--- config.mk ---
export PLATFORM = sky130hd
export DESIGN_NAME = peak_centroiding
export DESIGN_NICKNAME = d
export VERILOG_FILES = /design/src/design/pc_pkg.sv /design/src/design/peak_centroiding.sv /design/src/design/pc_ctrl.sv /design/src/design/pc_datapath.sv
export SDC_FILE = /design/constraint.sdc
export NUM_CORES = 2
export LEC_CHECK = 0
export CAP_MARGIN = 20
export CORE_ASPECT_RATIO = 1.4
export CORE_MARGIN = 2
export CORE_UTILIZATION = 70
export CTS_CLUSTER_DIAMETER = 120
export CTS_CLUSTER_SIZE = 10
export DETAILED_ROUTE_END_ITERATION = 10
export DONT_BUFFER_PORTS = 1
export PLACE_DENSITY = 0.92
export SLEW_MARGIN = 20
export SYNTH_ARGS = -nofsm -noshare
export SYNTH_HDL_FRONTEND = slang
export SYNTH_SLANG_ARGS = --single-unit
export TNS_END_PERCENT = 50
--- constraint.sdc ---
create_clock -name clk_i -period 23.8 [get_ports clk_i]
set_input_delay 0 -clock clk_i [delete_from_list [all_inputs] [get_ports clk_i]]
set_output_delay 0 -clock clk_i [all_outputs]
set_load 0.1 [all_outputs]
--- src/design/pc_pkg.sv ---
// ----------------------------------------------------------------------------
// Peak centroiding package
// Shared types and constants for the centroiding controller and datapath.
// ----------------------------------------------------------------------------
package pc_pkg;

  localparam int unsigned MzW    = 32;
  localparam int unsigned IntW   = 24;
  localparam int unsigned WsumW  = 64;
  localparam int unsigned IsumW  = 32;
  localparam int unsigned CfgW   = 32;
  localparam int unsigned DivCntW = 6;

  localparam logic [0:0] RegNoiseFloor = 1'b0;
  localparam logic [0:0] RegGapLimit   = 1'b1;

  localparam logic [IntW-1:0] NoiseFloorRst = '0;
  localparam logic [MzW-1:0]  GapLimitRst   = 32'd6554;

  typedef struct packed {
    logic [MzW-1:0]  peak_mz;
    logic [IntW-1:0] peak_intensity;
    logic            end_of_spectrum;
  } pc_in_t;

  typedef struct packed {
    logic [MzW-1:0]   centroid_mz;
    logic [IsumW-1:0] centroid_intensity;
    logic             centroid_valid;
    logic             last_result;
  } pc_out_t;

  typedef enum logic [2:0] {
    S_IDLE,
    S_CHECK,
    S_FLUSH,
    S_DIV,
    S_EMIT
  } pc_state_e;

  typedef struct packed {
    logic capture;
    logic check;
    logic flush;
    logic div_step;
  } pc_cmd_t;

  typedef struct packed {
    logic close;
    logic eos;
    logic grp_open;
    logic div_last;
    logic res_last;
  } pc_stat_t;

endpackage

--- src/design/peak_centroiding.sv ---
// ----------------------------------------------------------------------------
// Peak centroiding
// Gap-based centroiding of one spectrum's peaks into weighted-mean m/z words.
// ----------------------------------------------------------------------------
// Channel  Direction  Handshake                   Payload
// in       input      in_valid_i / in_ready_o     pc_in_t  in_word_i
// out      output     out_valid_o / out_ready_i   pc_out_t out_word_o
// cfg      input      cfg_we_i                    cfg_idx_i, cfg_wdata_i
//
// A peak is taken in S_IDLE, the only state with in_ready_o high, and tested
// in S_CHECK; one that closes a group then divides in S_DIV and is emitted
// in S_EMIT. The end word passes S_FLUSH, then S_DIV if a group is open,
// then S_EMIT. The 64-step restoring divider sets the per-centroid latency.
// Reset clears all group state; output stalls hold the block in place.
// ----------------------------------------------------------------------------
module peak_centroiding import pc_pkg::*; (
  input  logic            clk_i,
  input  logic            rst_ni,
  input  logic            cfg_we_i,
  input  logic [0:0]      cfg_idx_i,
  input  logic [CfgW-1:0] cfg_wdata_i,
  input  logic            in_valid_i,
  output logic            in_ready_o,
  input  pc_in_t          in_word_i,
  output logic            out_valid_o,
  input  logic            out_ready_i,
  output pc_out_t         out_word_o
);

  pc_cmd_t  cmd;
  pc_stat_t stat;

  pc_ctrl u_ctrl (
    .clk_i       (clk_i),
    .rst_ni      (rst_ni),
    .in_valid_i  (in_valid_i),
    .out_ready_i (out_ready_i),
    .stat_i      (stat),
    .cmd_o       (cmd),
    .in_ready_o  (in_ready_o),
    .out_valid_o (out_valid_o)
  );

  pc_datapath u_dp (
    .clk_i       (clk_i),
    .rst_ni      (rst_ni),
    .cfg_we_i    (cfg_we_i),
    .cfg_idx_i   (cfg_idx_i),
    .cfg_wdata_i (cfg_wdata_i),
    .in_word_i   (in_word_i),
    .cmd_i       (cmd),
    .stat_o      (stat),
    .out_word_o  (out_word_o)
  );

endmodule

--- src/design/pc_ctrl.sv ---
// ----------------------------------------------------------------------------
// Peak centroiding controller
// Sequences capture, accumulation, division and result hand-off per word.
// ----------------------------------------------------------------------------
module pc_ctrl import pc_pkg::*; (
  input  logic     clk_i,
  input  logic     rst_ni,
  input  logic     in_valid_i,
  input  logic     out_ready_i,
  input  pc_stat_t stat_i,
  output pc_cmd_t  cmd_o,
  output logic     in_ready_o,
  output logic     out_valid_o
);

  pc_state_e state_q, state_d;

  always_ff @(posedge clk_i or negedge rst_ni) begin
    if (!rst_ni) begin
      state_q <= S_IDLE;
    end else begin
      state_q <= state_d;
    end
  end

  always_comb begin
    state_d = state_q;
    case (state_q)
      S_IDLE: begin
        if (in_valid_i) state_d = S_CHECK;
      end
      S_CHECK: begin
        if (stat_i.close)    state_d = S_DIV;
        else if (stat_i.eos) state_d = S_FLUSH;
        else                 state_d = S_IDLE;
      end
      S_FLUSH: begin
        state_d = stat_i.grp_open ? S_DIV : S_EMIT;
      end
      S_DIV: begin
        if (stat_i.div_last) state_d = S_EMIT;
      end
      S_EMIT: begin
        if (out_ready_i) begin
          if (!stat_i.res_last && stat_i.eos) state_d = S_FLUSH;
          else                                state_d = S_IDLE;
        end
      end
      default: state_d = S_IDLE;
    endcase
  end

  always_comb begin
    cmd_o       = '0;
    in_ready_o  = 1'b0;
    out_valid_o = 1'b0;
    case (state_q)
      S_IDLE: begin
        in_ready_o    = 1'b1;
        cmd_o.capture = in_valid_i;
      end
      S_CHECK: cmd_o.check    = 1'b1;
      S_FLUSH: cmd_o.flush    = 1'b1;
      S_DIV:   cmd_o.div_step = 1'b1;
      S_EMIT:  out_valid_o    = 1'b1;
      default: ;
    endcase
  end

endmodule

--- src/design/pc_datapath.sv ---
// ----------------------------------------------------------------------------
// Peak centroiding datapath
// Product register, saturating group sums, gap test and a radix-2 divider.
// ----------------------------------------------------------------------------
module pc_datapath import pc_pkg::*; (
  input  logic            clk_i,
  input  logic            rst_ni,
  input  logic            cfg_we_i,
  input  logic [0:0]      cfg_idx_i,
  input  logic [CfgW-1:0] cfg_wdata_i,
  input  pc_in_t          in_word_i,
  input  pc_cmd_t         cmd_i,
  output pc_stat_t        stat_o,
  output pc_out_t         out_word_o
);

  logic [IntW-1:0]       noise_q;
  logic [MzW-1:0]        gap_q;
  logic [MzW-1:0]        mz_q, prev_q;
  logic [IntW-1:0]       int_q;
  logic                  eos_q, keep_q;
  logic [MzW+IntW-1:0]   prod_q;
  logic [WsumW-1:0]      wsum_q;
  logic [IsumW-1:0]      isum_q;
  logic [WsumW-1:0]      dvd_q, quo_q;
  logic [IsumW-1:0]      dvs_q;
  logic [IsumW:0]        rem_q;
  logic [DivCntW-1:0]    cnt_q;
  logic                  res_last_q;
  pc_out_t               res_q;

  logic                  close;
  logic [MzW-1:0]        diff;
  logic [WsumW-1:0]      wbase;
  logic [IsumW-1:0]      ibase;
  logic [WsumW:0]        wadd;
  logic [IsumW:0]        iadd;
  logic [IsumW:0]        rem_sh, rem_sub;
  logic                  qbit;
  logic [WsumW-1:0]      quo_nx;

  assign diff  = mz_q - prev_q;
  assign close = keep_q && (mz_q > prev_q) && (diff > gap_q) && (wsum_q != '0);
  assign wbase = close ? '0 : wsum_q;
  assign ibase = close ? '0 : isum_q;
  assign wadd  = {1'b0, wbase} + {{(WsumW+1-MzW-IntW){1'b0}}, prod_q};
  assign iadd  = {1'b0, ibase} + {{(IsumW+1-IntW){1'b0}}, int_q};

  // One restoring step: shift in the next dividend bit, subtract if it fits.
  assign rem_sh  = {rem_q[IsumW-1:0], dvd_q[WsumW-1]};
  assign rem_sub = rem_sh - {1'b0, dvs_q};
  assign qbit    = (rem_sh >= {1'b0, dvs_q});
  assign quo_nx  = {quo_q[WsumW-2:0], qbit};

  always_ff @(posedge clk_i or negedge rst_ni) begin
    if (!rst_ni) begin
      noise_q    <= NoiseFloorRst;
      gap_q      <= GapLimitRst;
      wsum_q     <= '0;
      isum_q     <= '0;
      prev_q     <= '0;
      keep_q     <= 1'b0;
      eos_q      <= 1'b0;
      res_last_q <= 1'b0;
      cnt_q      <= '0;
    end else begin
      if (cfg_we_i) begin
        case (cfg_idx_i)
          RegNoiseFloor: noise_q <= cfg_wdata_i[IntW-1:0];
          RegGapLimit:   gap_q   <= cfg_wdata_i[MzW-1:0];
          default: ;
        endcase
      end
      if (cmd_i.capture) begin
        keep_q <= (in_word_i.peak_intensity >= noise_q);
        eos_q  <= in_word_i.end_of_spectrum;
      end
      if (cmd_i.check) begin
        if (close) res_last_q <= 1'b0;
        if (keep_q) begin
          wsum_q <= wadd[WsumW] ? '1 : wadd[WsumW-1:0];
          isum_q <= iadd[IsumW] ? '1 : iadd[IsumW-1:0];
          prev_q <= mz_q;
        end
      end
      if (cmd_i.flush) begin
        res_last_q <= 1'b1;
        wsum_q     <= '0;
        isum_q     <= '0;
        prev_q     <= '0;
      end
      if (cmd_i.check || cmd_i.flush) begin
        cnt_q <= '0;
      end else if (cmd_i.div_step) begin
        cnt_q <= cnt_q + 1'b1;
      end
    end
  end

  always_ff @(posedge clk_i) begin
    if (cmd_i.capture) begin
      mz_q   <= in_word_i.peak_mz;
      int_q  <= in_word_i.peak_intensity;
      prod_q <= in_word_i.peak_mz * in_word_i.peak_intensity;
    end
    if ((cmd_i.check && close) || cmd_i.flush) begin
      dvd_q <= wsum_q;
      dvs_q <= isum_q;
      rem_q <= '0;
      quo_q <= '0;
      res_q.centroid_intensity <= isum_q;
      res_q.centroid_valid     <= 1'b1;
      res_q.last_result        <= cmd_i.flush;
      res_q.centroid_mz        <= '0;
      if (cmd_i.flush && (wsum_q == '0)) begin
        res_q.centroid_intensity <= '0;
        res_q.centroid_valid     <= 1'b0;
      end
    end else if (cmd_i.div_step) begin
      dvd_q <= {dvd_q[WsumW-2:0], 1'b0};
      rem_q <= qbit ? rem_sub : rem_sh;
      quo_q <= quo_nx;
      if (cnt_q == '1) begin
        res_q.centroid_mz <= (quo_nx[WsumW-1:MzW] != '0) ? '1 : quo_nx[MzW-1:0];
      end
    end
  end

  assign stat_o.close    = close;
  assign stat_o.eos      = eos_q;
  assign stat_o.grp_open = (wsum_q != '0);
  assign stat_o.div_last = (cnt_q == '1);
  assign stat_o.res_last = res_last_q;
  assign out_word_o      = res_q;

endmodule

=== Word-level counts from Yosys, hierarchy flattened ===
Index checks and enable logic that the tools add are counted.

* Word-level logic and storage cells: 101
* Output and inout bits: 68
* Register bits after elaboration: 565

* Reduce and logical (&&, ||, !) cells: 24
* Bitwise gates (word level): 1
* Magnitude comparators: 4
* Equality and inequality tests: 8
* Multipliers: 1
* Add/subtract/negate cells: 5
* Muxes and demuxes: 37

{| class="wikitable"
|+ Operator list
! kind !! count
|-
| two-way mux 64 bit || 7
|-
| two-way mux 32 bit || 10
|-
| adder 64 x 56 -> 65 bit || 1
|-
| > comparator 32 bit || 2
|-
| logical NOT 64 bit || 1
|-
| nonzero test 64 bit || 1
|-
| subtractor 32 bit || 2
|-
| multiplier 32 x 24 -> 56 bit || 1
|-
| adder 32 x 24 -> 33 bit || 1
|-
| greater-or-equal comparator 33 x 32 -> 1 bit || 1
|-
| nonzero test 32 bit || 1
|-
| greater-or-equal comparator 24 bit || 1
|-
| two-way mux 3 bit || 5
|-
| case mux 3 bit (5 select lines) || 1
|-
| two-way mux 6 bit || 2
|-
| two-way mux 1 bit || 10
|-
| AND reduction 2 bit || 5
|-
| nonzero test 2 bit || 5
|-
| adder 6 x 1 -> 6 bit, second input constant || 1
|-
| equality test 3 x 2 -> 1 bit, second input constant || 2
|-
| equality test 6 bit, second input constant || 1
|-
| logical AND 1 bit || 6
|-
| inequality test 2 bit, second input constant || 3
|-
| two-way mux 2 bit || 2
|-
| other kinds (7) || 8
|}

=== Longest topological paths before layout ===
* Depth after elaboration: 10
* Depth in mapped cells: 40
* Mapped depth without buffers: 36

=== Hierarchy ===
Synthesis repeated with hierarchy kept, for this count alone.

* Cells, all modules: 5,830
* Area, all modules: 54,962.7 um2

{| class="wikitable"
|+ By module, submodules not included
! module !! cells an instance !! instances !! area an instance (um2) !! sequential area each (um2)
|-
| pc_datapath || 5,794 || 1 || 54,679.9 || 14,647.8
|-
| pc_ctrl || 36 || 1 || 282.8 || 75.1
|}

=== Worst setup path after synthesis ===
OpenSTA, ideal clock, no wires.

* Path kind: reg-to-reg
* Start point: register u_dp.prev_q[0]
* End point: register u_dp.isum_q[10]
* Setup slack: 16.300 ns
* Stages on the path, launching flop included: 37
* Required time: 23.659 ns
* Data arrival time: 7.359 ns
* Setup time: 0.141 ns
* Path buffers: 5
* Path through: dfrtp_1 ha_1 fa_1 nor2b_1 o21ai_1 a21oi_2 o311ai_1 and3_1 o21bai_1 a21oi_1 o21a_1 o31ai_1 a31oi_1 xnor2_1 ha_1 nand4_1 nor4_1 a21oi_1 a211o_1 buf_2 clkbuf_1 clkbuf_1 and2_1 ha_1 fa_1 a21oi_1 o21bai_1 a2111oi_0 o21a_1 o21ai_1 a41oi_2 o21ai_2 and4_1 buf_2 nand3_2 buf_2 a31oi_1

* Longest elaborated chain between the ends: 10
* Elaborated cells between the ends (all ways): 12

{| class="wikitable"
|+ Ends and longest elaborated chain
! what !! RTL line !! text
|-
| from (decl) || pc_datapath.sv:19 || <nowiki>logic [MzW-1:0] mz_q, prev_q;</nowiki>
|-
| from (signal assigned) || pc_datapath.sv:83 || <nowiki>prev_q <= mz_q;</nowiki>
|-
| subtractor 32 bit or > comparator 32 bit (tied branches) || pc_datapath.sv:42, pc_datapath.sv:43 ||
|-
| > comparator 32 bit or logical AND 1 bit (tied branches) || pc_datapath.sv:43 || <nowiki>assign close = keep_q && (mz_q > prev_q) && (diff > gap_q) && (wsum_q != '0);</nowiki>
|-
| logical AND 1 bit * (2 in series) || pc_datapath.sv:43 ||
|-
| two-way mux 32 bit * || pc_datapath.sv:45 || <nowiki>assign ibase = close ? '0 : isum_q;</nowiki>
|-
| adder 32 x 24 -> 33 bit * || pc_datapath.sv:47 || <nowiki>assign iadd = {1'b0, ibase} + {{(IsumW+1-IntW){1'b0}}, int_q};</nowiki>
|-
| two-way mux 32 bit * || pc_datapath.sv:82 || <nowiki>isum_q <= iadd[IsumW] ? '1 : iadd[IsumW-1:0];</nowiki>
|-
| two-way mux 32 bit * || pc_datapath.sv:80 || <nowiki>if (keep_q) begin</nowiki>
|-
| two-way mux 32 bit * || pc_datapath.sv:78 || <nowiki>if (cmd_i.check) begin</nowiki>
|-
| two-way mux 32 bit * || pc_datapath.sv:86 || <nowiki>if (cmd_i.flush) begin</nowiki>
|-
| to (signal assigned) || pc_datapath.sv:82 ||
|-
| to (decl) || pc_datapath.sv:24 || <nowiki>logic [IsumW-1:0] isum_q;</nowiki>
|}

Mark *: on every way between the ends. The rest lies on a longest branch, timed or not. The select of a mux whose other input is x is not followed.
A chain may end at the register's enable or synchronous reset.

=== Final worst setup path ===
* Start point: register u_dp.mz_q[0]
* End point: register u_dp.wsum_q[40]

* Longest elaborated chain between the ends: 10
* Elaborated cells between the ends (all ways): 12

{| class="wikitable"
|+ Ends and longest elaborated chain
! what !! RTL line !! text
|-
| from (decl) || pc_datapath.sv:19 ||
|-
| from (signal assigned) || pc_datapath.sv:102 || <nowiki>mz_q <= in_word_i.peak_mz;</nowiki>
|-
| subtractor 32 bit or > comparator 32 bit (tied branches) || pc_datapath.sv:42, pc_datapath.sv:43 ||
|-
| > comparator 32 bit or logical AND 1 bit (tied branches) || pc_datapath.sv:43 ||
|-
| logical AND 1 bit * (2 in series) || pc_datapath.sv:43 ||
|-
| two-way mux 64 bit * || pc_datapath.sv:44 || <nowiki>assign wbase = close ? '0 : wsum_q;</nowiki>
|-
| adder 64 x 56 -> 65 bit * || pc_datapath.sv:46 || <nowiki>assign wadd = {1'b0, wbase} + {{(WsumW+1-MzW-IntW){1'b0}}, prod_q};</nowiki>
|-
| two-way mux 64 bit * || pc_datapath.sv:81 || <nowiki>wsum_q <= wadd[WsumW] ? '1 : wadd[WsumW-1:0];</nowiki>
|-
| two-way mux 64 bit * || pc_datapath.sv:80 ||
|-
| two-way mux 64 bit * || pc_datapath.sv:78 ||
|-
| two-way mux 64 bit * || pc_datapath.sv:86 ||
|-
| to (signal assigned) || pc_datapath.sv:81 ||
|-
| to (decl) || pc_datapath.sv:23 || <nowiki>logic [WsumW-1:0] wsum_q;</nowiki>
|}

Marked as above.

==> metrics.txt <==
# TYPE chip_impl_metric gauge
chip_impl_info{name="result_of_the_run",value="finished, violations left"} 1
chip_impl_info{name="violations",value="hold timing"} 1
chip_impl_metric{name="syn_nets",unit=""} 6861
chip_impl_metric{name="clock-sinks",unit=""} 565
chip_impl_info{name="worstSetupStartpoint",value="u_dp.mz_q[0]"} 1
chip_impl_metric{name="yosys_register_bits",unit=""} 565
chip_impl_metric{name="dp_cells",unit=""} 6433
chip_impl_metric{name="grt_pass1_wl",unit="µm"} 254000
chip_impl_info{name="worstSetupEndpointType",value="flop"} 1
chip_impl_metric{name="cts_setup_buffers",unit=""} 0
chip_impl_metric{name="worstMarginPinSlew",unit="ns"} 1.08
chip_impl_metric{name="cp.required",unit="ns"} 24.26
chip_impl_metric{name="r2r_cells",unit=""} 34
chip_impl_metric{name="ctsLongestPathBuffers",unit=""} 3
chip_impl_metric{name="synth.lib_cells_used.distinct",unit=""} 93
chip_impl_info{name="layout_common_cells",value="sky130_fd_sc_hd__nand2_1 (967), sky130_fd_sc_hd__inv_1 (802), sky130_fd_sc_hd__fa_1 (662)"} 1
chip_impl_metric{name="drive_above_1_share",unit="%"} 3.72
chip_impl_info{name="timing.setup.critical_path_class",value="flop to flop"} 1
chip_impl_metric{name="post_synthesis_cells",unit=""} 5721
chip_impl_metric{name="register_to_register_setup_slack",unit="ns"} 13.92
chip_impl_metric{name="post_synth_instance_area",unit="mm²"} 0.0540
chip_impl_metric{name="synth.yosys.seq_area_share",unit="%"} 27.3
chip_impl_metric{name="io_buffer_count",unit=""} 0
chip_impl_metric{name="finish.cell_count_without_fillers",unit=""} 6693
chip_impl_metric{name="finalCritPeriodShare",unit="%"} 41.5
chip_impl_metric{name="ioPinCount",unit=""} 163
chip_impl_metric{name="skew",unit="ns"} 0.0466
chip_impl_metric{name="place_hpwl",unit="µm"} 104000
chip_impl_metric{name="htree_num_levels",unit=""} 3
chip_impl_metric{name="core-area",unit="mm²"} 0.0764
chip_impl_metric{name="groute.usage.overall",unit="%"} 41.6
chip_impl_info{name="holdCritPathClass",value="input pin to asynchronous set/reset pin"} 1
chip_impl_metric{name="seqCellArea",unit="mm²"} 0.0147
chip_impl_info{name="cts-root-buf",value="sky130_fd_sc_hd__clkbuf_16"} 1
chip_impl_metric{name="clock_insertion_delay_worst_skew",unit="ns"} 0.64
chip_impl_metric{name="fillCellCount",unit=""} 4634
chip_impl_metric{name="grt_antenna_before_repair",unit=""} 10
chip_impl_info{name="rr_startpoint",value="u_dp.mz_q[0]"} 1
chip_impl_metric{name="number_of_buffers_added_by_the_clock_tree_synthesis_step",unit=""} 66
chip_impl_metric{name="via_count_of_the_first_global_routing_pass",unit=""} 47800
chip_impl_metric{name="multiInputGateArea",unit="mm²"} 0.0352
chip_impl_metric{name="fin_nets",unit=""} 6797
chip_impl_metric{name="setup_violations",unit=""} 0
chip_impl_metric{name="postSynthAreaPerCell",unit="µm²"} 9.43
chip_impl_metric{name="synth-warning-count",unit=""} 0
chip_impl_metric{name="synth-edff-count",unit=""} 242
chip_impl_metric{name="postSynth.asyncResetShare",unit="%"} 34.7
chip_impl_metric{name="drv_slew",unit=""} 0
chip_impl_info{name="timing.rr.end",value="u_dp.wsum_q[40]"} 1
chip_impl_metric{name="fp-row-count",unit=""} 120
chip_impl_metric{name="die_y",unit="µm"} 333
chip_impl_info{name="grt_setup_unrepaired",value="false"} 1
chip_impl_metric{name="worst-path-max-fanout",unit=""} 75
chip_impl_metric{name="worst_slew_margin_relative_to_its_limit",unit="%"} 28.0
chip_impl_metric{name="clock.fmax",unit="MHz"} 101
chip_impl_metric{name="first_pass_iters",unit=""} 9
chip_impl_metric{name="drt_first_iter_violations",unit=""} 4340
chip_impl_metric{name="die_area",unit="mm²"} 0.0794
chip_impl_metric{name="grt_max_degree",unit=""} 197
chip_impl_metric{name="via_per_inst",unit=""} 6.61
chip_impl_metric{name="critical-path-max-stage-delay",unit="ns"} 0.80
chip_impl_info{name="timing.critical_path.slowest_stage_cell",value="sky130_fd_sc_hd__a2111o_1"} 1
chip_impl_metric{name="route.antenna.remaining_nets",unit=""} 0
chip_impl_metric{name="drv_cap",unit=""} 0
chip_impl_metric{name="final.setup.tns",unit="ns"} 0
chip_impl_metric{name="utilization",unit="%"} 75.4
chip_impl_metric{name="timing.critical_path.arrival",unit="ns"} 10.33
chip_impl_metric{name="min_period",unit="ns"} 9.88
chip_impl_info{name="post_synth_top_flop",value="sky130_fd_sc_hd__edfxtp_1"} 1
chip_impl_metric{name="flow.area_growth_from_synthesis",unit="%"} 6.78
chip_impl_metric{name="detailroute.via_count",unit=""} 44300
chip_impl_metric{name="finalHoldWorstSlack",unit="ns"} -0.0106
chip_impl_metric{name="routed_wl_per_cell",unit="µm"} 24.4
chip_impl_metric{name="die-width",unit="µm"} 239
chip_impl_metric{name="timing.final.hold_violations",unit=""} 8
chip_impl_metric{name="post_cts_resize_count",unit=""} 0
chip_impl_info{name="mostFrequentLayoutCell",value="sky130_fd_sc_hd__nand2_1"} 1
chip_impl_metric{name="grt_overflow",unit=""} 0
chip_impl_info{name="critPathLaunchType",value="flop"} 1
chip_impl_info{name="tritoncts",value="yes"} 1
chip_impl_metric{name="clkSlewWorstSetupHoldPaths",unit="ns"} 0.07
chip_impl_metric{name="place.gp.congestion",unit=""} 0.967
chip_impl_metric{name="cts_hold_buffers",unit=""} 130
chip_impl_metric{name="routed_wirelength",unit="µm"} 163000
chip_impl_metric{name="drc_errors",unit=""} 0
chip_impl_metric{name="initial_utilization",unit="%"} 70.6
[routing by layer]
metal | vias up | wire [µm] | global-route usage [%] | share of wire, %
met2 | 3295 | 75000 | 66.0 | 46
li1 | 18500 | - | - | -
met5 | - | 48 | 0 | 0.029
met3 | 1310 | 19800 | 13.6 | 12
met4 | 4 | 16700 | 34.9 | 10
met1 | 21200 | 51600 | 45.0 | 32
[worst max path at each step]
stage / to / slack [ns] / depth (start not counted)
final: u_dp.wsum_q[40] / 13.92 / 34
after global routing: u_dp.wsum_q[40] / 13.45 / 34
after CTS: u_dp.wsum_q[63] / 14.16 / 33
after detailed placement: u_dp.wsum_q[61] / 14.24 / 33
after global placement: u_dp.wsum_q[43] / 14.50 / 33
after floorplan: u_dp.isum_q[10] / 16.30 / 36
[cell usage after synthesis (58+ instances only)]
cell type | count | share of area (%)
sky130_fd_sc_hd__xor2_1 | 58 | 0.94
sky130_fd_sc_hd__a21o_1 | 123 | 1.7
sky130_fd_sc_hd__xnor2_1 | 115 | 1.9
sky130_fd_sc_hd__clkbuf_1 | 239 | 1.7
sky130_fd_sc_hd__o21ai_0 | 153 | 1.4
sky130_fd_sc_hd__a21oi_1 | 320 | 3.0
sky130_fd_sc_hd__fa_1 | 662 | 25
sky130_fd_sc_hd__a22o_1 | 67 | 1.1
sky130_fd_sc_hd__edfxtp_1 | 242 | 13
sky130_fd_sc_hd__inv_1 | 804 | 5.6
sky130_fd_sc_hd__nor2_1 | 158 | 1.1
sky130_fd_sc_hd__a31oi_1 | 60 | 0.70
sky130_fd_sc_hd__dfrtp_1 | 189 | 8.8
sky130_fd_sc_hd__dfxtp_1 | 127 | 4.7
sky130_fd_sc_hd__ha_1 | 383 | 8.9
sky130_fd_sc_hd__and2_1 | 406 | 4.7
sky130_fd_sc_hd__nand2_1 | 967 | 6.7
[cell type report]
class	count	share of cell area (%)
antenna	11	0.0478
clock buffer	111	3.23
clock inverter	6	0.128
inverter	806	5.26
tap	976	2.12
multi-input combinational	4067	61.0
timing repair buffer	151	2.67
sequential	565	25.5
[through the flow]
stage | worst slack (ns) | area (µm²)
global route | 13.45 | 57600
detailed placement | 14.24 | 54300
finish | 13.92 | 57600
floorplan | 16.30 | 54000
global placement | 14.50 | 54300
CTS | 14.16 | 57600
[worst max-delay path, delay by kind of cell, from the launching register on]
family	cells	cell delay, ns
buffers and inverters	2	0.44
adder cells (fa/ha/maj)	5	1.53
flip-flops	1	0.38
XOR/XNOR	1	0.16
AO/OA/AOI/OAI	20	5.42
AND/OR/NAND/NOR	6	1.67
[sequential cells by signal, indices dropped and copies added, names as in the netlist, 56 cells and up]
register and flops:
u_dp.wsum_q 64, u_dp.dvd_q 64, u_dp.out_word_o 66, u_dp.prod_q 56
u_dp.quo_q 63
[kinds of logic (layout without fill, tap and decap cells)]
group,count (synthesis),in the layout,share of synthesized area [%]
other cells,0,11,0
xor+xnor,173,173,2.81
mux,53,53,1.07
buf+inv,1089,1074,7.68
compound gates,1002,1002,12.2
fa+ha+maj,1045,1045,33.4
flops,565,565,27.3
simple gates,1794,1794,15.6
Power is left out: the tool's default activity adds up to more than one toggle a clock period on the data nets, which glitch-free logic cannot reach.
